--- config.mk ---
export PLATFORM = sky130hd
export DESIGN_NAME = srsi_out
export DESIGN_NICKNAME = d
export VERILOG_FILES = /design/src/hdl/srsi_pkg.sv /design/src/hdl/srsi_out.sv
export SDC_FILE = /design/constraint.sdc
export NUM_CORES = 1
export LEC_CHECK = 0
export ABC_AREA = 1
export BUFFER_PORTS_ARGS = -buffer_cell sky130_fd_sc_hd__buf_2
export CAP_MARGIN = 20
export CORE_ASPECT_RATIO = 0.5
export CORE_MARGIN = 3
export CORE_UTILIZATION = 37
export DETAILED_ROUTE_END_ITERATION = 7
export PLACE_DENSITY_LB_ADDON = 0.15
export RECOVER_POWER = 25
export SYNTH_ARGS = -nofsm -noshare
export SYNTH_HDL_FRONTEND = slang
export SYNTH_SLANG_ARGS = --single-unit
--- constraint.sdc ---
create_clock -name clk -period 5.29 [get_ports clk]
set_input_delay 1.587 -clock clk [delete_from_list [all_inputs] [get_ports clk]]
set_output_delay 1.587 -clock clk [all_outputs]
set_load 0.01 [all_outputs]
--- src/hdl/srsi_pkg.sv ---
// shared types and constants of the sorted reference set intersection block
package srsi_pkg;

	localparam int ReqW      = 3;
	localparam int FileInW   = 8;
	localparam int StartW    = 32;
	localparam int LenW      = 16;
	localparam int IdxW      = 10;
	localparam int CountOutW = 11;
	localparam int TotalW    = 26;
	localparam int InTdataW  = 72;
	localparam int OutTdataW = 96;

	localparam logic [ReqW-1:0] REQ_LOAD  = 3'd0;
	localparam logic [ReqW-1:0] REQ_ISECT = 3'd1;
	localparam logic [ReqW-1:0] REQ_END   = 3'd2;
	localparam logic [ReqW-1:0] REQ_READ  = 3'd3;
	localparam logic [ReqW-1:0] REQ_CLEAR = 3'd4;

	// result item, last field in the lowest bits
	typedef struct packed {
		logic [LenW-1:0]      entry_length;
		logic [StartW-1:0]    entry_start;
		logic [FileInW-1:0]   entry_file;
		logic                 entry_valid;
		logic                 overflow;
		logic                 matched;
		logic [TotalW-1:0]    total_length;
		logic [CountOutW-1:0] set_count;
	} res_t;

endpackage

--- src/hdl/srsi_out.sv ---
// output register between the sequencer and the result stream
module srsi_out (
	input  logic                             clk,
	input  logic                             arst_n,
	input  logic                             res_valid,
	output logic                             res_ready,
	input  srsi_pkg::res_t                   res,
	output logic                             m_axis_tvalid,
	input  logic                             m_axis_tready,
	output logic [srsi_pkg::OutTdataW-1:0]   m_axis_tdata
);

	import srsi_pkg::*;

	logic                 tvalid_q;
	logic [OutTdataW-1:0] tdata_q;

	assign res_ready = !tvalid_q || m_axis_tready;

	always_ff @(posedge clk or negedge arst_n) begin
		if (!arst_n) begin
			tvalid_q <= 1'b0;
		end else if (res_valid && res_ready) begin
			tvalid_q <= 1'b1;
		end else if (m_axis_tready) begin
			tvalid_q <= 1'b0;
		end
	end

	always_ff @(posedge clk) begin
		if (res_valid && res_ready) begin
			tdata_q <= OutTdataW'(res);
		end
	end

	assign m_axis_tvalid = tvalid_q;
	assign m_axis_tdata  = tdata_q;

endmodule

-- Word-level counts from Yosys, hierarchy flattened
Cells that the tools add are included.
- bits in registers: 97
- output and inout port bits: 98
- word-level logic and storage cells: 8
- multiplexer cells: 2
- reductions and logical operators: 4
- operators with widths (operator ; number):
    $mux W1 ; 2
    $reduce_bool A2 Y1 ; 1
    $logic_and A1 B1 Y1 ; 1
    $logic_not A1 Y1 ; 1
    $logic_or A1 B1 Y1 ; 1

-- Logic depth before layout (Yosys ltp)
- depth in word-level cells: 4
- mapped depth: 3
- mapped depth without buffers: 3

-- Least setup slack after synthesis
Ideal clock, no wire load.
- path kind: input -> register
- start: in res_valid
- end: reg tdata_q[0], in the netlist m_axis_tdata[0] (enable)
- library setup time: 0.582 ns
- arrival: 6.264 ns
- path slack: -1.556 ns
- stages on the path: 2
- cells stage by stage: inv_1 > a21oi_1
- longest elaborated chain between the ends: 1
- RTL lines (element ; line ; text):
    from (decl) ; srsi_out.sv:5 ; input logic res_valid,
    $logic_and A1 B1 Y1 ; srsi_out.sv:31 ; if (res_valid && res_ready) begin
    to (signal assigned) ; srsi_out.sv:32 ; tdata_q <= OutTdataW'(res);
    to (decl) ; srsi_out.sv:16 ; logic [OutTdataW-1:0] tdata_q;
Every way passes these cells.
A chain may end at the register's enable or synchronous reset.

-- Worst setup path after layout
- start: in m_axis_tready
- end: out res_ready
- longest elaborated chain between the ends: 1
- RTL lines (element ; line ; text):
    from (decl) ; srsi_out.sv:9 ; input logic m_axis_tready,
    $logic_or A1 B1 Y1 ; srsi_out.sv:18 ; assign res_ready = !tvalid_q || m_axis_tready;
    to (decl) ; srsi_out.sv:6 ; output logic res_ready,
Every way passes these cells.

==> metrics.txt <==
status completed; crit path launch m_axis_tready; XOR/XNOR Fraction of Synth Area 0%; Post-Syn Area a little under 0.003 mm^2; global-route wire length before repair approximately 8.7 mm; Final Hold Vio Count 0; TritonCTS clock tree done; CTS hold repair buffers 0; sequential fraction of the synthesis area between 90% and 100%; setup violators final 0; CP Launch Type input pin; post-synthesis mux area share 0%; die area about 0.009 mm^2; Core Region roughly 0.0075 mm^2; RR Endpoint m_axis_tdata[39]$_DFFE_PP_; I/O Buffers 197; Worst R2R Path Depth 2; Critical Path End Type output port; routed len/inst between 10 and 15 um; depth of the worst hold-timing path 2; largest area contributor in the netlist edfxtp_1; Slew Limit Fails 0; Critical Path RT about 3.7 ns; Num CTS Buffers 9; top cells by area, synth edfxtp_1 (98%), dfrtp_1 (0.85%), inv_1 (0.26%); worst r2r src m_axis_tvalid$_DFFE_PN0P_; cts repair resizes 0; DR vias approximately 1800; All-Layer GR Usage a little over an eighth; worst-path cell chain buf_2, inv_1, nand2_1, buf_2; main combinational cell family by area after synthesis buffers and inverters; Combinational Power Share about 7.2%; Slew headroom 62.4%; clk_lat worst skew 0.33 ns; synth warn 0; cell mode on critical path buf_2; NetSw between 0.0003 and 0.0004 W; CP max stage delay roughly 0.14 ns; CP max-delay cell buf_2; syn nets 202; Antenna diodes 0; I/O pins between 150 and 200; max cap viols 0; clock root cell clkbuf_16; sequential power share 55.1%; initial DRC count 95; clock share of power between 30% and 40%; gpl congestion just under 0.7; post-DP HPWL ~4.8 mm; Worst Path Max Fanout 2; H-tree depth 3; min-delay worst type flip-flop to flip-flop; Netlist cell types 5; Static Leak around 1.9 nW; Post-CTS Setup Bufs 0; Min Clock Period, post-route about 3.6 ns; CTS max path bufs 2; Critical Path Sink res_ready; Cell Pwr Density between 300 and 400 mW/mm^2; Congestion Overflow GR 0; RSZ-0062 raised after global routing no; simple-gate portion of the synthesized area less than 1%; Max Clock Freq between 200 and 300 MHz; Final ANT Viol Nets 0; initial antenna violation count 0; layout cell share with drive strength beyond 1 67.5%; row count 22; Via-to-Cell Ratio around 4.2; Die X between 100 and 150 um; first drt pass iteration count 4; worst setup path category input pin to output port; R2R Setup Slk 3.41 ns; Gate Count Post-Synth 102; die height between 60 and 70 um; Worst Path Arrival between 2 and 2.5 ns; Synth Area in Compound Gates 0.171%; Peak VDD IR 214 uV; Nets 412; Tcrit/Tclk final approximately two thirds; syn_area_per_cell 28.7 um^2; Worst-Margin Slew roughly 0.56 ns; Layout area overhead 49.1%; adder-cell share of the synthesized area 0%; Sum Neg Setup Slack 0 ns; CTS sink cnt 97; Clock transition at path regs around 0.06 ns; largest net degree at the start of global routing 45; Synth Register Bits 97; vias in the first global route approximately 1800; Clock Skew a little over 0.006 ns; initial core utilization 39.0%; drc violations 0; Power Internal approximately 0.0013 W; post-synth top area share between 90% and 100%; DRT Wirelength approximately 6.2 mm; sw frac about a fifth; Final Hold Slack approximately 0.6 ns
==> kinds of logic after synthesis <==
kind of cell           Yosys count
and+or+nand+nor                  2
buffers and inverters            2
AOI/OAI and AO/OA                1
DFF                             97
==> critical path: cells and delay by family <==
family / cells / cell delay, ns
buffers and inverters: 3 / 0.34
and+or+nand+nor: 1 / 0.08
==> placed cells by master (no fill, tap or decap), drive strengths merged <==
cell,netlist,routed
bufinv,0,1
clkinv,0,3
edfxtp,96,96
a21oi,1,1
buf,0,199
nand2,2,2
clkbuf,0,11
inv,2,2
dfrtp,1,1
clkinvlp,0,1
==> flip-flops by register name, summed over array words and instances, names as in the netlist <==
| signal | cells |
|---|---|
| m_axis_tvalid | 1 |
| m_axis_tdata | 96 |
==> metal layers <==
metal / share of wire, % / routed length, um / up-vias / global-route usage, %
met5: 0 / 0 / - / 0
met4: 1.1 / 68 / 0 / 5.50
met3: 9.0 / 559 / 8 / 6.88
met2: 53 / 3330 / 86 / 23.4
met1: 37 / 2290 / 844 / 13.7
li1: - / - / 827 / -
==> stage by stage <==
stage	power, W	instances	instance area (um^2)	util, %	setup slack (ns)
floorplan	0.000965	102	2930	-	0.414
global placement	0.00104	409	4080	54.2	1.72
detailed placement	0.00104	409	4080	54.2	1.69
CTS	0.00167	425	4360	58.1	1.69
global route	0.00171	425	4360	58.1	1.66
finish	0.00165	425	4360	58.1	1.69
==> cell type report <==
class                      count  area, um^2
clock inverter                 5        56.3
timing repair buffer         199        1000
fill                         627        3150
inverter                       2        7.51
tap                          108         135
multi-input combinational      3        23.8
sequential                    97        2910
clock buffer                  11         233
==> cell usage after synthesis <==
master    count
dfrtp_1       1
nand2_1       2
a21oi_1       1
edfxtp_1     96
inv_1         2
==> power by group through the flow <==
stage / sequential (W) / combinational, W / clock, W
2_1_floorplan: 0.000950 / 0.0000149 / 0
3_3_place_gp: 0.000922 / 0.000118 / 0
3_5_place_dp: 0.000923 / 0.000121 / 0
4_1_cts: 0.000907 / 0.000121 / 0.000642
5_1_grt: 0.000910 / 0.000129 / 0.000676
6_report: 0.000906 / 0.000118 / 0.000622
==> worst min path at each step <==
stage                                            to  slack, ns                      start
after global routing      m_axis_tvalid$_DFFE_PN0P_       0.63  m_axis_tvalid$_DFFE_PN0P_
after floorplan           m_axis_tvalid$_DFFE_PN0P_       0.63  m_axis_tvalid$_DFFE_PN0P_
after CTS                 m_axis_tvalid$_DFFE_PN0P_       0.60  m_axis_tvalid$_DFFE_PN0P_
after detailed placement  m_axis_tvalid$_DFFE_PN0P_       0.59  m_axis_tvalid$_DFFE_PN0P_
after global placement    m_axis_tvalid$_DFFE_PN0P_       0.56  m_axis_tvalid$_DFFE_PN0P_
final                     m_axis_tvalid$_DFFE_PN0P_       0.59  m_axis_tvalid$_DFFE_PN0P_
No activity file was read; power rests on OpenSTA's default activity.
