<file path="src/hdl/srsi_pkg.sv">
// shared types and constants of the sorted reference set intersection block
package srsi_pkg;

	localparam int ReqW      = 3;
	localparam int FileInW   = 8;
	localparam int StartW    = 32;
	localparam int LenW      = 16;
	localparam int IdxW      = 10;
	localparam int CountOutW = 11;
	localparam int TotalW    = 26;
	localparam int InTdataW  = 72;
	localparam int OutTdataW = 96;

	localparam logic [ReqW-1:0] REQ_LOAD  = 3'd0;
	localparam logic [ReqW-1:0] REQ_ISECT = 3'd1;
	localparam logic [ReqW-1:0] REQ_END   = 3'd2;
	localparam logic [ReqW-1:0] REQ_READ  = 3'd3;
	localparam logic [ReqW-1:0] REQ_CLEAR = 3'd4;

	// result item, last field in the lowest bits
	typedef struct packed {
		logic [LenW-1:0]      entry_length;
		logic [StartW-1:0]    entry_start;
		logic [FileInW-1:0]   entry_file;
		logic                 entry_valid;
		logic                 overflow;
		logic                 matched;
		logic [TotalW-1:0]    total_length;
		logic [CountOutW-1:0] set_count;
	} res_t;

endpackage

</file>
<file path="src/hdl/srsi_ctrl.sv">
// sequencer for load, merge, commit and read-out against the reference table
module srsi_ctrl #(
	parameter int MAX_REFS     = 1024,
	parameter int FILE_ID_BITS = 8,
	localparam int AW = $clog2(MAX_REFS),
	localparam int KW = FILE_ID_BITS + 48
) (
	input  logic                           clk,
	input  logic                           arst_n,
	input  logic                           in_valid,
	output logic                           in_ready,
	input  logic [srsi_pkg::ReqW-1:0]      in_req,
	input  logic [srsi_pkg::FileInW-1:0]   in_file,
	input  logic [srsi_pkg::StartW-1:0]    in_start,
	input  logic [srsi_pkg::LenW-1:0]      in_len,
	input  logic [srsi_pkg::IdxW-1:0]      in_idx,
	output logic                           res_valid,
	input  logic                           res_ready,
	output srsi_pkg::res_t                 res,
	output logic                           mem_we,
	output logic [AW-1:0]                  mem_waddr,
	output logic [KW-1:0]                  mem_wdata,
	output logic                           mem_re,
	output logic [AW-1:0]                  mem_raddr,
	input  logic [KW-1:0]                  mem_rdata
);

	import srsi_pkg::*;

	localparam int CW = $clog2(MAX_REFS + 1);
	localparam int XW = (CW > IdxW) ? CW : IdxW;
	localparam int FW = FILE_ID_BITS;

	localparam logic [2:0] ST_IDLE = 3'd0;
	localparam logic [2:0] ST_EXEC = 3'd1;
	localparam logic [2:0] ST_CMP  = 3'd2;
	localparam logic [2:0] ST_RDW  = 3'd3;
	localparam logic [2:0] ST_HOLD = 3'd4;

	logic [2:0]        state_q, state_d;
	logic [CW-1:0]     count_q, count_d;
	logic [CW-1:0]     cmp_q, cmp_d;
	logic [CW-1:0]     copy_q, copy_d;
	logic [TotalW-1:0] total_q, total_d;
	logic [TotalW-1:0] pass_q, pass_d;
	logic              matched_q, matched_d;
	logic              ovf_q, ovf_d;
	logic              evalid_q, evalid_d;
	logic [ReqW-1:0]   req_q, req_d;
	logic [KW-1:0]     key_q, key_d;
	logic [IdxW-1:0]   idx_q, idx_d;
	logic [KW-1:0]     ekey_q, ekey_d;

	logic [FW+FileInW-1:0] file_in_ext;
	logic [FW+FileInW-1:0] file_out_ext;
	logic [XW-1:0]         idx_x;
	logic [XW-1:0]         count_x;
	logic [CW-1:0]         cmp_nx;
	logic                  fin;

	assign file_in_ext  = {FW'(0), in_file};
	assign file_out_ext = {FileInW'(0), ekey_d[KW-1:48]};
	assign idx_x        = XW'(idx_q);
	assign count_x      = XW'(count_q);
	assign cmp_nx       = cmp_q + CW'(1);

	always_comb begin
		state_d   = state_q;
		count_d   = count_q;
		cmp_d     = cmp_q;
		copy_d    = copy_q;
		total_d   = total_q;
		pass_d    = pass_q;
		matched_d = matched_q;
		ovf_d     = ovf_q;
		evalid_d  = evalid_q;
		req_d     = req_q;
		key_d     = key_q;
		idx_d     = idx_q;
		ekey_d    = ekey_q;
		mem_we    = 1'b0;
		mem_waddr = '0;
		mem_wdata = '0;
		mem_re    = 1'b0;
		mem_raddr = '0;
		fin       = 1'b0;
		case (state_q)
			ST_IDLE: begin
				if (in_valid) begin
					state_d   = ST_EXEC;
					req_d     = in_req;
					key_d     = {file_in_ext[FW-1:0], in_start, in_len};
					idx_d     = in_idx;
					matched_d = 1'b0;
					ovf_d     = 1'b0;
					evalid_d  = 1'b0;
				end
			end
			ST_EXEC: begin
				case (req_q)
					REQ_LOAD: begin
						if (count_q < CW'(MAX_REFS)) begin
							mem_we    = 1'b1;
							mem_waddr = count_q[AW-1:0];
							mem_wdata = key_q;
							count_d   = count_q + CW'(1);
							total_d   = total_q + TotalW'(key_q[LenW-1:0]);
						end else begin
							ovf_d = 1'b1;
						end
						cmp_d  = '0;
						copy_d = '0;
						pass_d = '0;
						fin    = 1'b1;
					end
					REQ_ISECT: begin
						if (cmp_q < count_q) begin
							mem_re    = 1'b1;
							mem_raddr = cmp_q[AW-1:0];
							state_d   = ST_CMP;
						end else begin
							fin = 1'b1;
						end
					end
					REQ_END: begin
						count_d = copy_q;
						total_d = pass_q;
						cmp_d   = '0;
						copy_d  = '0;
						pass_d  = '0;
						fin     = 1'b1;
					end
					REQ_READ: begin
						if (idx_x < count_x) begin
							mem_re    = 1'b1;
							mem_raddr = idx_x[AW-1:0];
							state_d   = ST_RDW;
						end else begin
							fin = 1'b1;
						end
					end
					REQ_CLEAR: begin
						count_d = '0;
						total_d = '0;
						cmp_d   = '0;
						copy_d  = '0;
						pass_d  = '0;
						fin     = 1'b1;
					end
					default: begin
						fin = 1'b1;
					end
				endcase
			end
			ST_CMP: begin
				if (key_q < mem_rdata) begin
					fin = 1'b1;
				end else if (key_q == mem_rdata) begin
					mem_we    = 1'b1;
					mem_waddr = copy_q[AW-1:0];
					mem_wdata = mem_rdata;
					pass_d    = pass_q + TotalW'(mem_rdata[LenW-1:0]);
					copy_d    = copy_q + CW'(1);
					cmp_d     = cmp_nx;
					matched_d = 1'b1;
					fin       = 1'b1;
				end else begin
					cmp_d = cmp_nx;
					if (cmp_nx < count_q) begin
						mem_re    = 1'b1;
						mem_raddr = cmp_nx[AW-1:0];
					end else begin
						fin = 1'b1;
					end
				end
			end
			ST_RDW: begin
				evalid_d = 1'b1;
				ekey_d   = mem_rdata;
				fin      = 1'b1;
			end
			ST_HOLD: begin
			end
			default: begin
				state_d = ST_IDLE;
			end
		endcase
		res_valid = fin || (state_q == ST_HOLD);
		if (res_valid) begin
			state_d = res_ready ? ST_IDLE : ST_HOLD;
		end
	end

	assign in_ready = (state_q == ST_IDLE);

	always_comb begin
		res.set_count    = CountOutW'(count_d);
		res.total_length = total_d;
		res.matched      = matched_d;
		res.overflow     = ovf_d;
		res.entry_valid  = evalid_d;
		res.entry_file   = evalid_d ? file_out_ext[FileInW-1:0] : '0;
		res.entry_start  = evalid_d ? ekey_d[47:16] : '0;
		res.entry_length = evalid_d ? ekey_d[LenW-1:0] : '0;
	end

	always_ff @(posedge clk or negedge arst_n) begin
		if (!arst_n) begin
			state_q   <= ST_IDLE;
			count_q   <= '0;
			cmp_q     <= '0;
			copy_q    <= '0;
			total_q   <= '0;
			pass_q    <= '0;
			matched_q <= 1'b0;
			ovf_q     <= 1'b0;
			evalid_q  <= 1'b0;
		end else begin
			state_q   <= state_d;
			count_q   <= count_d;
			cmp_q     <= cmp_d;
			copy_q    <= copy_d;
			total_q   <= total_d;
			pass_q    <= pass_d;
			matched_q <= matched_d;
			ovf_q     <= ovf_d;
			evalid_q  <= evalid_d;
		end
	end

	always_ff @(posedge clk) begin
		req_q  <= req_d;
		key_q  <= key_d;
		idx_q  <= idx_d;
		ekey_q <= ekey_d;
	end

endmodule

</file>
<file path="config.mk">
export PLATFORM = sky130hd
export DESIGN_NAME = srsi_ctrl
export DESIGN_NICKNAME = d
export VERILOG_FILES = /design/src/hdl/srsi_pkg.sv /design/src/hdl/srsi_ctrl.sv
export SDC_FILE = /design/constraint.sdc
export NUM_CORES = 1
export LEC_CHECK = 0
export BUFFER_PORTS_ARGS = -buffer_cell sky130_fd_sc_hd__buf_2
export CAP_MARGIN = 20
export CORE_MARGIN = 4
export CORE_UTILIZATION = 28
export DETAILED_ROUTE_END_ITERATION = 8
export HOLD_SLACK_MARGIN = 0.03
export PLACE_DENSITY = 0.51
export SYNTH_ARGS = -nofsm -noshare
export SYNTH_HDL_FRONTEND = slang
export SYNTH_SLANG_ARGS = --single-unit
</file>
<file path="constraint.sdc">
create_clock -name clk -period 3.4 [get_ports clk]
set_input_delay 0.34 -clock clk [delete_from_list [all_inputs] [get_ports clk]]
set_output_delay 0.34 -clock clk [all_outputs]
set_load 0.03 [all_outputs]
</file>
Yosys cells after proc, flatten, opt, wreduce, memory -nomap -nowiden --
Cells that the tools add are included.
Word-level totals: bits in registers 216, latch bits 0, bits in writable memories 0, ROM bits 0, input bits 129, output and inout bits 176, word-level logic and storage cells 123, memories kept 0
Operators by class: $add $sub $neg 5, $mul 0, div/mod/pow operators 0, magnitude comparators 5, equal/unequal tests 17, shift-type cells 0, mux-type cells 73, bitwise gates (word level) 0, reduce and logical (&&, ||, !) cells 10
Operators with widths (count):
- $mux W56 | 5
- $mux W26 | 5
- $pmux W56 S2 | 1
- $mux W10 | 9
- $pmux W26 S3 | 1
- $mux W11 | 6
- $pmux W10 S2 | 3
- $eq A56 B56 Y1 | 1
- $lt A56 B56 Y1 | 1
- $add A26 B16 Y26 | 2
- $pmux W26 S2 | 1
- $pmux W11 S2 | 2
- $add A11 B1 Y11 const B | 3
- $pmux W11 S3 | 1
- $mux W32 | 1
- $lt A11 B11 Y1 | 2
- $mux W1 | 21
- $mux W16 | 1
- $mux W3 | 5
- $pmux W1 S2 | 7
- $eq A3 B2 Y1 const B | 4
- $lt A10 B11 Y1 | 1
- $lt A11 B11 Y1 const B | 1
- $pmux W3 S3 | 1
- 18 further kinds | 25

Depth between registers and ports, before layout --
Gate-level depths: netlist of run 1.
word-level depth 9, mapped depth 16, gate-level depth less buffers 15

Worst setup path after synthesis of run 1 --
No wires, ideal clock.
path type reg2out, start point register cmp_q[0], end point output mem_raddr[0], data arrival time 3273 ps, data required time 3060 ps, path slack -213 ps, stages on the path, launching flop included 15, path buffers 1, cells stage by stage dfrtp_1 > ha_1 > and3_1 > and3_1 > nand3_1 > xor2_1 > inv_1 > ha_1 > a21oi_1 > nor2b_1 > o21ai_0 > nor4b_1 > o211ai_2 > buf_2 > o22ai_1
Between the ends: word-level cells in the longest chain between the ends 6, elaborated cells on any way between the ends 9, classes of those cells 1 x add/sub; 2 x order compare; 6 x mux
RTL lines:
- start: declaration | RTL line srsi_ctrl.sv:42 | logic [CW-1:0] cmp_q, cmp_d;
- start signal: assignment | RTL line srsi_ctrl.sv:221 | cmp_q <= cmp_d;
- $add A11 B1 Y11 | RTL line srsi_ctrl.sv:65 | assign cmp_nx = cmp_q + CW'(1);
- $lt A11 B11 Y1 | RTL line srsi_ctrl.sv:169 | if (cmp_nx < count_q) begin
- $mux W10 | RTL line srsi_ctrl.sv:169
- $mux W10 | RTL line srsi_ctrl.sv:158 | end else if (key_q == mem_rdata) begin
- $mux W10 | RTL line srsi_ctrl.sv:156 | if (key_q < mem_rdata) begin
- $pmux W10 S2 * | RTL line srsi_ctrl.sv:87 | case (state_q)
- end: declaration | RTL line srsi_ctrl.sv:24 | output logic [AW-1:0] mem_raddr,
Mark *: on every way between the ends. The rest lies on a longest branch, timed or not.

Worst setup path after layout of run 1 --
start point register key_q[9], end point output mem_raddr[7]
Between the ends: word-level cells in the longest chain between the ends 4, elaborated cells on any way between the ends 5, classes of those cells 1 x order compare; 1 x eq/ne; 3 x mux
RTL lines:
- start: declaration | RTL line srsi_ctrl.sv:50 | logic [KW-1:0] key_q, key_d;
- start signal: assignment | RTL line srsi_ctrl.sv:233 | key_q <= key_d;
- parallel branches: the longest is 2 deep, another holds $lt A56 B56 Y1
- $mux W10 * | RTL line srsi_ctrl.sv:156
- $pmux W10 S2 * | RTL line srsi_ctrl.sv:87
Every way passes the cells marked *.

==> reports/summary.md, run 1 <==
The number of levels in the clock H-tree was 1. The total congestion overflow was 0. After clock tree synthesis, the clock-pin slew on the worst setup and hold paths is 60 ps. The number of buffers inserted by port buffering was 304; the largest stage delay on the critical path was 410 ps. The top routing layer in use was met4. The cell area power density was 563 nW/um^2; the proportion of register bits with asynchronous set or reset after synthesis was 0.421. The cell at the slowest stage of the critical path is sky130_fd_sc_hd__edfxtp_1. Dividing the detail-routed wire length by the instance count gives 21.2 um. The number of global-route vias before repair was 13300.

Entering global routing, the biggest net connects 112 pins. The launching element type of the critical path is a flip-flop. Counting both buffers and inverters, the worst setup path holds a total of 2. The effective utilization at floorplan came out at 0.284. For this run, the leading register cell type out of synthesis is sky130_fd_sc_hd__dfrtp_1. The run gives 80900 um as the global-route wire length before repair. The library cell used most frequently in the layout, excluding fill and tap cells, is sky130_fd_sc_hd__buf_2. The final clock skew is 11.3 ps, and the total clock sinks is 216. Synthesis inferred 216 register bits. The kind of end point of the critical path was an output port.

The number of failing hold endpoints at the final stage came out at 0. The flow ran to the end, but the final reports show violations. In the detailed route, the total length drawn on met3 is 3220 um. The logs give 3060 ps for the critical path required time and 0 for the remaining number of nets flagged by the antenna check after routing. At the pin with the least slew margin, the transition time is 882 ps. The layout cell share with drive strength beyond 1 works out to 0.363. The category of cells accounting for the largest share of critical-path delay is compound AO/OA/AOI/OAI gates. Max-cap violations in this run came to 0.

Measured along the y axis, the die boundary spans 226 um. VDD sags by at most 0.000383 V. The worst hold path was traced through 3 stages. Summing all non-filler instances in the final layout gives an area of 20900 sq um.

Share of synthesized cell area in and, or, nand and nor gates: 0.184. The checks that failed: negative setup slack. The number of nets handed over by synthesis was 1735. The worst hold path terminates at ekey_q[26]. Timing would allow up to 251 MHz. Walking the worst path, the cells encountered are ha_1, and3_4, a221o_1, a221oi_4, nor3_4, o31a_1, o211ai_4, buf_12, o21bai_1, a211o_1, buf_6. For the number of antenna violations at the first check in global routing, the log shows 1.

Area of the core: 46800 sq um. The path class of the tightest hold or removal check is input pin to flip-flop. The full die area was 51000 sq um; the die boundary width was 226 um. Clock latency on the worst-skew pair, taken at its later pin, is 560 ps. TritonCTS built the clock tree. Setup violations remaining at the end of the flow were counted as 116.

The share of synthesized cell area in full adder, half adder and majority cells works out to 0.117. The run gives 16500 sq um as the placed cell area. The final period demand of the worst path works out to 3980 ps.

The logs give 0.203 for the global routing usage summed across all routing layers and 24500 um for the met1 wire length. For the total negative slack, the log shows -39330 ps. By area, the combinational part of the netlist is dominated by compound AO/OA/AOI/OAI gates. For the worst flop-to-flop path, the logic depth is 16. For the worst setup path, the data arrival time is 3640 ps. The per-cell via count in the routed design came out at 5.11. The run gives 13300 sq um as the area of the mapped netlist. The worst hold slack across all endpoints came out at 171 ps.

The worst hold path begins at mem_rdata[26]. The logs give 4462 for the count of fill cells added during filler insertion and 79 for the standard-cell row count. The tools report the total iterations of the first detailed-routing run as 5. For this block, the routed nets add up to 56000 um of wire. The half-perimeter wire length after detailed placement was 39700 um; the number of instances in the synthesized netlist was 1483.

The peak fanout along the critical path was 7. The relative slew slack is 0.412. For this run, the number of Yosys warnings is 0. The final cycle utilization of the critical path is 1.17, and the number of design-rule violations left by the first detailed-router iteration is 919. From synthesis to final layout, the design area changed by 57.3%.

Setup repair after global routing could not meet its margin everywhere. For flop-to-flop paths, the worst setup slack is -140 ps. In this run the critical register-to-register path is launched from key_q[9]. The tools report the reported leakage power as 0.00973 uW. Leaving out filler cells and counting taps, the final layout contains 2641. In this run, distinct cell masters in the synthesized netlist total 75. The library cells used most frequently in the layout, excluding fill and tap cells, are 211 x sky130_fd_sc_hd__buf_2, 199 x sky130_fd_sc_hd__nand2_1, 146 x sky130_fd_sc_hd__buf_4. The critical path is of the flip-flop to output port type. The final total power came out at 11800 uW. The detailed router placed 13500 vias in this run. Sequential element share of the synthesized area: 0.411.

For this run, design rule violations remaining after detail routing come to 0. The number of max-slew violations in the final report was 0; the number of enable flip-flop cells after synthesis was 69. Routability-driven placement finished with a final weighted congestion of 0.873. The number of cells in the design after placement was 2462.

The final layout contains 2266 nets. In this run the critical register-to-register path is captured at copy_q[9]. The run gives 26900 um as the routed length on met2. A synthesized cell averages 8.97 sq um. The tools report the area occupied by registers as 5470 sq um. The share of synthesized area spent on multiplexers is 0.0119.

The area fraction in compound gates after synthesis was 0.206; the largest buffer count on any clock path was 3. The number of clock buffers added by TritonCTS is 28. Cell at the root of the clock tree: sky130_fd_sc_hd__clkbuf_16.

The number of ports placed on the die boundary came out at 305. The tools report the worst setup slack after layout as -580 ps. Xor and xnor fraction of the mapped netlist area: 0.0198. For the total area of multi-input combinational cells, the log shows 8590 sq um.
-- state kept, by name, indices dropped and copies added, names as in the netlist, 3 cells and up --
signal	flops
idx_q	10
pass_q	26
state_q	3
count_q	11
copy_q	11
key_q	56
ekey_q	56
cmp_q	11
total_q	26
req_q	3
-- Yosys cell counts, types with 4 or more instances --
cell type,instances,area share
sky130_fd_sc_hd__nand2_1,206,0.058
sky130_fd_sc_hd__o21ai_0,192,0.072
sky130_fd_sc_hd__ha_1,121,0.11
sky130_fd_sc_hd__inv_1,92,0.026
sky130_fd_sc_hd__dfrtp_1,91,0.17
sky130_fd_sc_hd__edfxtp_1,69,0.16
sky130_fd_sc_hd__nor2b_1,64,0.030
sky130_fd_sc_hd__dfxtp_1,56,0.084
sky130_fd_sc_hd__nand3_1,55,0.021
sky130_fd_sc_hd__a21oi_1,54,0.020
sky130_fd_sc_hd__nor2_1,52,0.015
sky130_fd_sc_hd__clkbuf_1,50,0.014
sky130_fd_sc_hd__a21o_1,27,0.015
sky130_fd_sc_hd__nor3_1,26,0.0098
sky130_fd_sc_hd__a22oi_1,21,0.012
sky130_fd_sc_hd__nand4_1,19,0.0089
sky130_fd_sc_hd__and3_1,18,0.0085
sky130_fd_sc_hd__xnor2_1,18,0.012
sky130_fd_sc_hd__a211oi_1,15,0.0085
sky130_fd_sc_hd__nand2b_1,14,0.0066
sky130_fd_sc_hd__a22o_1,12,0.0079
sky130_fd_sc_hd__mux2i_1,12,0.0090
sky130_fd_sc_hd__xor2_1,12,0.0079
sky130_fd_sc_hd__and2_1,11,0.0052
sky130_fd_sc_hd__buf_2,11,0.0041
sky130_fd_sc_hd__o211ai_1,10,0.0056
sky130_fd_sc_hd__o21a_1,9,0.0051
sky130_fd_sc_hd__a21boi_0,8,0.0045
sky130_fd_sc_hd__a32oi_1,8,0.0053
sky130_fd_sc_hd__o21bai_1,8,0.0045
sky130_fd_sc_hd__o22ai_1,8,0.0038
sky130_fd_sc_hd__nor3b_1,7,0.0040
sky130_fd_sc_hd__o2111ai_1,7,0.0046
sky130_fd_sc_hd__o311ai_0,7,0.0046
sky130_fd_sc_hd__buf_4,6,0.0034
sky130_fd_sc_hd__or3_1,6,0.0028
sky130_fd_sc_hd__a211o_1,5,0.0033
sky130_fd_sc_hd__a221oi_1,5,0.0033
sky130_fd_sc_hd__nor4_1,5,0.0024
sky130_fd_sc_hd__buf_1,4,0.0011
sky130_fd_sc_hd__o31ai_1,4,0.0023
sky130_fd_sc_hd__or4_1,4,0.0023
-- how the worst max path moves through the flow --
stage,startpoint,end,depth (start not counted)
finish,key_q[9],mem_raddr[7],11
global route,cmp_q[0],mem_raddr[7],17
CTS,cmp_q[0],mem_raddr[2],17
detailed placement,mem_rdata[41],mem_waddr[5],12
global placement,mem_rdata[53],mem_waddr[5],12
floorplan,cmp_q[2],mem_raddr[7],16
-- kinds of logic (layout without fill, tap and decap cells) --
group / after synthesis / in the layout
AOI/OAI and AO/OA: 432 / 432
xor gates and xnor gates: 30 / 30
adders and majority gates: 123 / 123
buffers and inverters: 164 / 714
DFF: 216 / 216
muxes: 15 / 15
other: 0 / 1
and+or+nand+nor: 503 / 503
-- worst reg2reg max path: cells and delay by family (launching register included) --
kind                       cells  cell delay (ps)
AOI/OAI and AO/OA              5             1200
buffers and inverters          7              830
and+or+nand+nor                3              690
DFF                            1              410
adders and majority gates      1              300
-- cell type report --
cell class / count / area share
inverter: 92 / 0.0166
clock inverter: 9 / 0.00472
sequential: 216 / 0.261
antenna: 1 / 0.000120
timing repair buffer: 573 / 0.231
multi-input combinational: 1103 / 0.411
tap: 607 / 0.0363
clock buffer: 40 / 0.0395
-- per-layer routing --
metal	global-route usage	up-vias
met5	0	-
met4	0.0484	0
met3	0.0292	67
met2	0.345	452
met1	0.275	6524
li1	-	6446
-- metrics by stage --
step	setup WS (ps)	utilization
final	-580	0.447
after global routing	-805	0.447
after CTS	-627	0.421
after detailed placement	-313	0.353
after global placement	-251	0.353
after floorplan	9.96	-
-- report_power, final --
group / internal, uW / total (uW) / switching, uW
Combinational: 2020 / 4940 / 2920
Clock: 1820 / 3060 / 1230
Sequential: 3390 / 3780 / 395
Total: 7240 / 11800 / 4550
-- timing repair --
action	4_1_cts	5_1_grt
pin swaps	41	55
resized for setup	348	225
hold endpoints to repair	128	0
setup endpoints to repair	105	134
buffers inserted	30	25
hold buffers	71	0
gates cloned	7	7
Note: power is estimated with default switching activity, not from simulation.
==> inputs of run 2 (changes only) <==
--- a/config.mk
+++ b/config.mk
@@ -5,13 +5,13 @@
 export SDC_FILE = /design/constraint.sdc
 export NUM_CORES = 1
 export LEC_CHECK = 0
-export BUFFER_PORTS_ARGS = -buffer_cell sky130_fd_sc_hd__buf_2
 export CAP_MARGIN = 20
 export CORE_MARGIN = 4
 export CORE_UTILIZATION = 28
 export DETAILED_ROUTE_END_ITERATION = 8
+export DONT_BUFFER_PORTS = 1
 export HOLD_SLACK_MARGIN = 0.03
-export PLACE_DENSITY = 0.51
+export PLACE_DENSITY = 0.45
 export SYNTH_ARGS = -nofsm -noshare
 export SYNTH_HDL_FRONTEND = slang
 export SYNTH_SLANG_ARGS = --single-unit
==> run 2 against run 1 <==
The run still ends with negative setup slack left; non-clock buffer count is 198 lower; via count is 6.1% lower; global-route usage is 0.44 points lower; die area stayed put; final area is 3.8% lower; core utilization is 1.7 points lower; sequential power is 1% higher; setup slack worse by 20 ps; combinational power is 1% lower; register-to-register slack better by 210 ps; sequential cell count stayed put; critical path type unchanged; critical endpoint is now mem_wdata[6]; largest cell class unchanged; largest power group unchanged.
==> reports/summary.md, run 2 (synthesis gave the netlist of run 1 again) <==
Cell area power density: 588 nW/um^2. After detailed routing, the average wire length per cell comes to 22.1 um. The number of levels in the clock H-tree is 1.

The die covers 51000 sq um. The global routing usage summed across all routing layers was 0.199; the number of max-slew violations in the final report was 0. The logs give -600 ps for the worst setup slack after layout and 0.323 for the sequential power share.

The tools report the share of total power in the clock network as 0.266. Setup repair after global routing could not meet its margin everywhere. The run gives 580 ps as the source-to-sink clock delay at the later pin of the worst-skew pair. TritonCTS built the clock tree. The top cell types in the final layout, fill and taps aside, are 199 x sky130_fd_sc_hd__nand2_1, 142 x sky130_fd_sc_hd__buf_4, 110 x sky130_fd_sc_hd__ha_1. The region available for standard cell placement spans 46800 sq um. Entering global routing, the biggest net connects 92 pins. The tree built by TritonCTS fans out to 216 sinks.

The peak fanout along the critical path is 7, and the worst slack at placement is -235 ps. The path class of the tightest hold or removal check is input pin to flip-flop. The analysis attributes to cell leakage a power of 0.00884 uW. On the final layout, the worst hold slack is 68.5 ps.

The logs give 0 for the number of violations of the max-capacitance limit and 11800 uW for the final total power. After layout, the minimum clock period comes to 4000 ps. The number of antenna violations at the first check in global routing is 1, and the share of the core filled with cells is 0.430. The placer congestion estimate was 0.865; the standard-cell row count was 79. Data on the critical path is required at its endpoint by 3060 ps. The final cycle utilization of the critical path works out to 1.18. The total iterations of the first detailed-routing run was 5. The switching power share of the total is 0.389.

The setup path with the least slack is of type flip-flop to output port. The clock edge transition at the registers on the reported setup and hold paths came out at 60 ps. In this run the power spent charging and discharging nets is 4600 uW.

The relative slew slack is 0.462. The run finished, with violations left. For the final clock skew, the log shows 20.6 ps.

For the maximum clock frequency, the log shows 250 MHz. For the worst setup path, the data arrival time is 3660 ps. The final reports fail on negative setup slack. Per-cell via count in the routed design: 5.18. Setup violations remaining at the end of the flow were counted as 96.

The run gives 305 as the number of ports placed on the die boundary. The die boundary width is 226 um. The die boundary height was 226 um. The area growth from synthesis to layout is 51.3%. For this block, the via count after detailed routing is 12700. For this run, design rule violations remaining after detail routing come to 0. After legalization and detailed placement, the total HPWL measured 38700 um.

The number of design-rule violations left by the first detailed-router iteration was 680; the global-route wire length before repair was 79100 um. The effective utilization at floorplan was 0.284. The root buffer cell chosen for the clock tree is sky130_fd_sc_hd__clkbuf_16. The run gives 7220 uW as the cell internal power dissipation. The largest registers in the layout are ekey_q: 56 flops, key_q: 56 flops. The worst setup path is captured at an output port.

The clock passes through at most 3 buffers. The worst setup path is launched from a flip-flop. The routed design has 54000 um of wire.

The number of buffers added by the clock tree synthesis step is 28. VDD sags by at most 0.000396 V. The number of failing hold endpoints at the final stage came out at 0.

In this run the tool buffered the top-level ports with 0 buffer cells. The layout cell share with drive strength beyond 1 is 0.282, and the logic gate share of total power is 0.412. After global routing the overflow that remains totals 0. Leaving out fill and tap cells, the most frequent cell in the layout is sky130_fd_sc_hd__nand2_1.

Number of global-route vias before repair: 12700. In this run the remaining antenna-violating nets after routing total 0. The net count of the finished layout is 2069. The actual transition at the worst max-transition pin was 805 ps.
==> run 2: cell types whose count changed in the layout (fill, tap and decap cells not counted), moves of 7 or more <==
cell                            change
sky130_fd_sc_hd__a22o_1            -10
sky130_fd_sc_hd__a22o_4             +9
sky130_fd_sc_hd__buf_2            -211
sky130_fd_sc_hd__a211oi_1           +7
sky130_fd_sc_hd__dlygate4sd3_1     +19
sky130_fd_sc_hd__buf_12            +10
sky130_fd_sc_hd__buf_6             -11
sky130_fd_sc_hd__nand3_2            -7
==> run 2: layout make-up <==
cell class	count	area (sq um)
diodes	1	2.50
well taps	607	759
multi-input cells	1104	8590
fillers	4485	26600
flip-flops and latches	216	5470
clock inverters	14	176
clock buffers	38	769
inverters	92	347
repair buffers	375	4010
==> run 2: critical path, stage by stage (launching register included) <==
cell,delay [ps]
sky130_fd_sc_hd__edfxtp_1,450
sky130_fd_sc_hd__ha_4,250
sky130_fd_sc_hd__and3_4,170
sky130_fd_sc_hd__a221o_1,340
sky130_fd_sc_hd__a221oi_2,380
sky130_fd_sc_hd__nor3_2,130
sky130_fd_sc_hd__or3_4,440
sky130_fd_sc_hd__o211ai_4,270
sky130_fd_sc_hd__buf_8,200
sky130_fd_sc_hd__buf_12,150
sky130_fd_sc_hd__buf_6,110
sky130_fd_sc_hd__o21ai_4,50
sky130_fd_sc_hd__buf_6,140
==> run 2: path summary, 6_finish.rpt <==
check | from | to | slack, ps | depth (start not counted)
setup / recovery | key_q[11] | mem_wdata[6] | -600 | 12
hold / removal | mem_rdata[55] | ekey_q[55] | 70 | 2
setup reg to reg | key_q[11] | pass_q[1] | 70 | 13
hold reg to reg | ekey_q[15] | ekey_q[15] | 450 | 2
max in group asynchronous | arst_n | total_q[13] | 2590 | 2
min in group asynchronous | arst_n | cmp_q[6] | 340 | 2
==> run 2: per-layer routing <==
layer  vias to the layer above  track usage  wire (um)
met2                       383        0.344      25900
li1                       6056            -          -
met5                         -            0         13
met4                         2       0.0530       1550
met1                      6154        0.252      23000
met3                        76       0.0425       3520
==> run 2: timing repair <==
action,in CTS,in global routing
setup endpoints to repair,131,112
hold buffers,91,0
gates resized for setup,265,194
hold endpoints to repair,181,0
gates cloned,6,3
pin swaps,55,56
setup buffers,42,26
==> run 2: stage by stage <==
stage               setup TNS [ps]  area [sq um]  std cells
global route                -56830         20100       2446
CTS                         -41490         19100       2426
floorplan                        0         13400       1483
finish                      -44520         20100       2447
global placement             -4000         15800       2238
detailed placement           -6120         15800       2238
==> run 2: power groups by stage <==
stage | registers [uW] | clock network, uW | logic (uW)
6_report | 3820 | 3140 | 4870
5_1_grt | 3880 | 3310 | 5300
4_1_cts | 3800 | 3230 | 4550
3_5_place_dp | 3830 | 0 | 3960
3_3_place_gp | 3820 | 0 | 3910
2_1_floorplan | 3700 | 0 | 2550
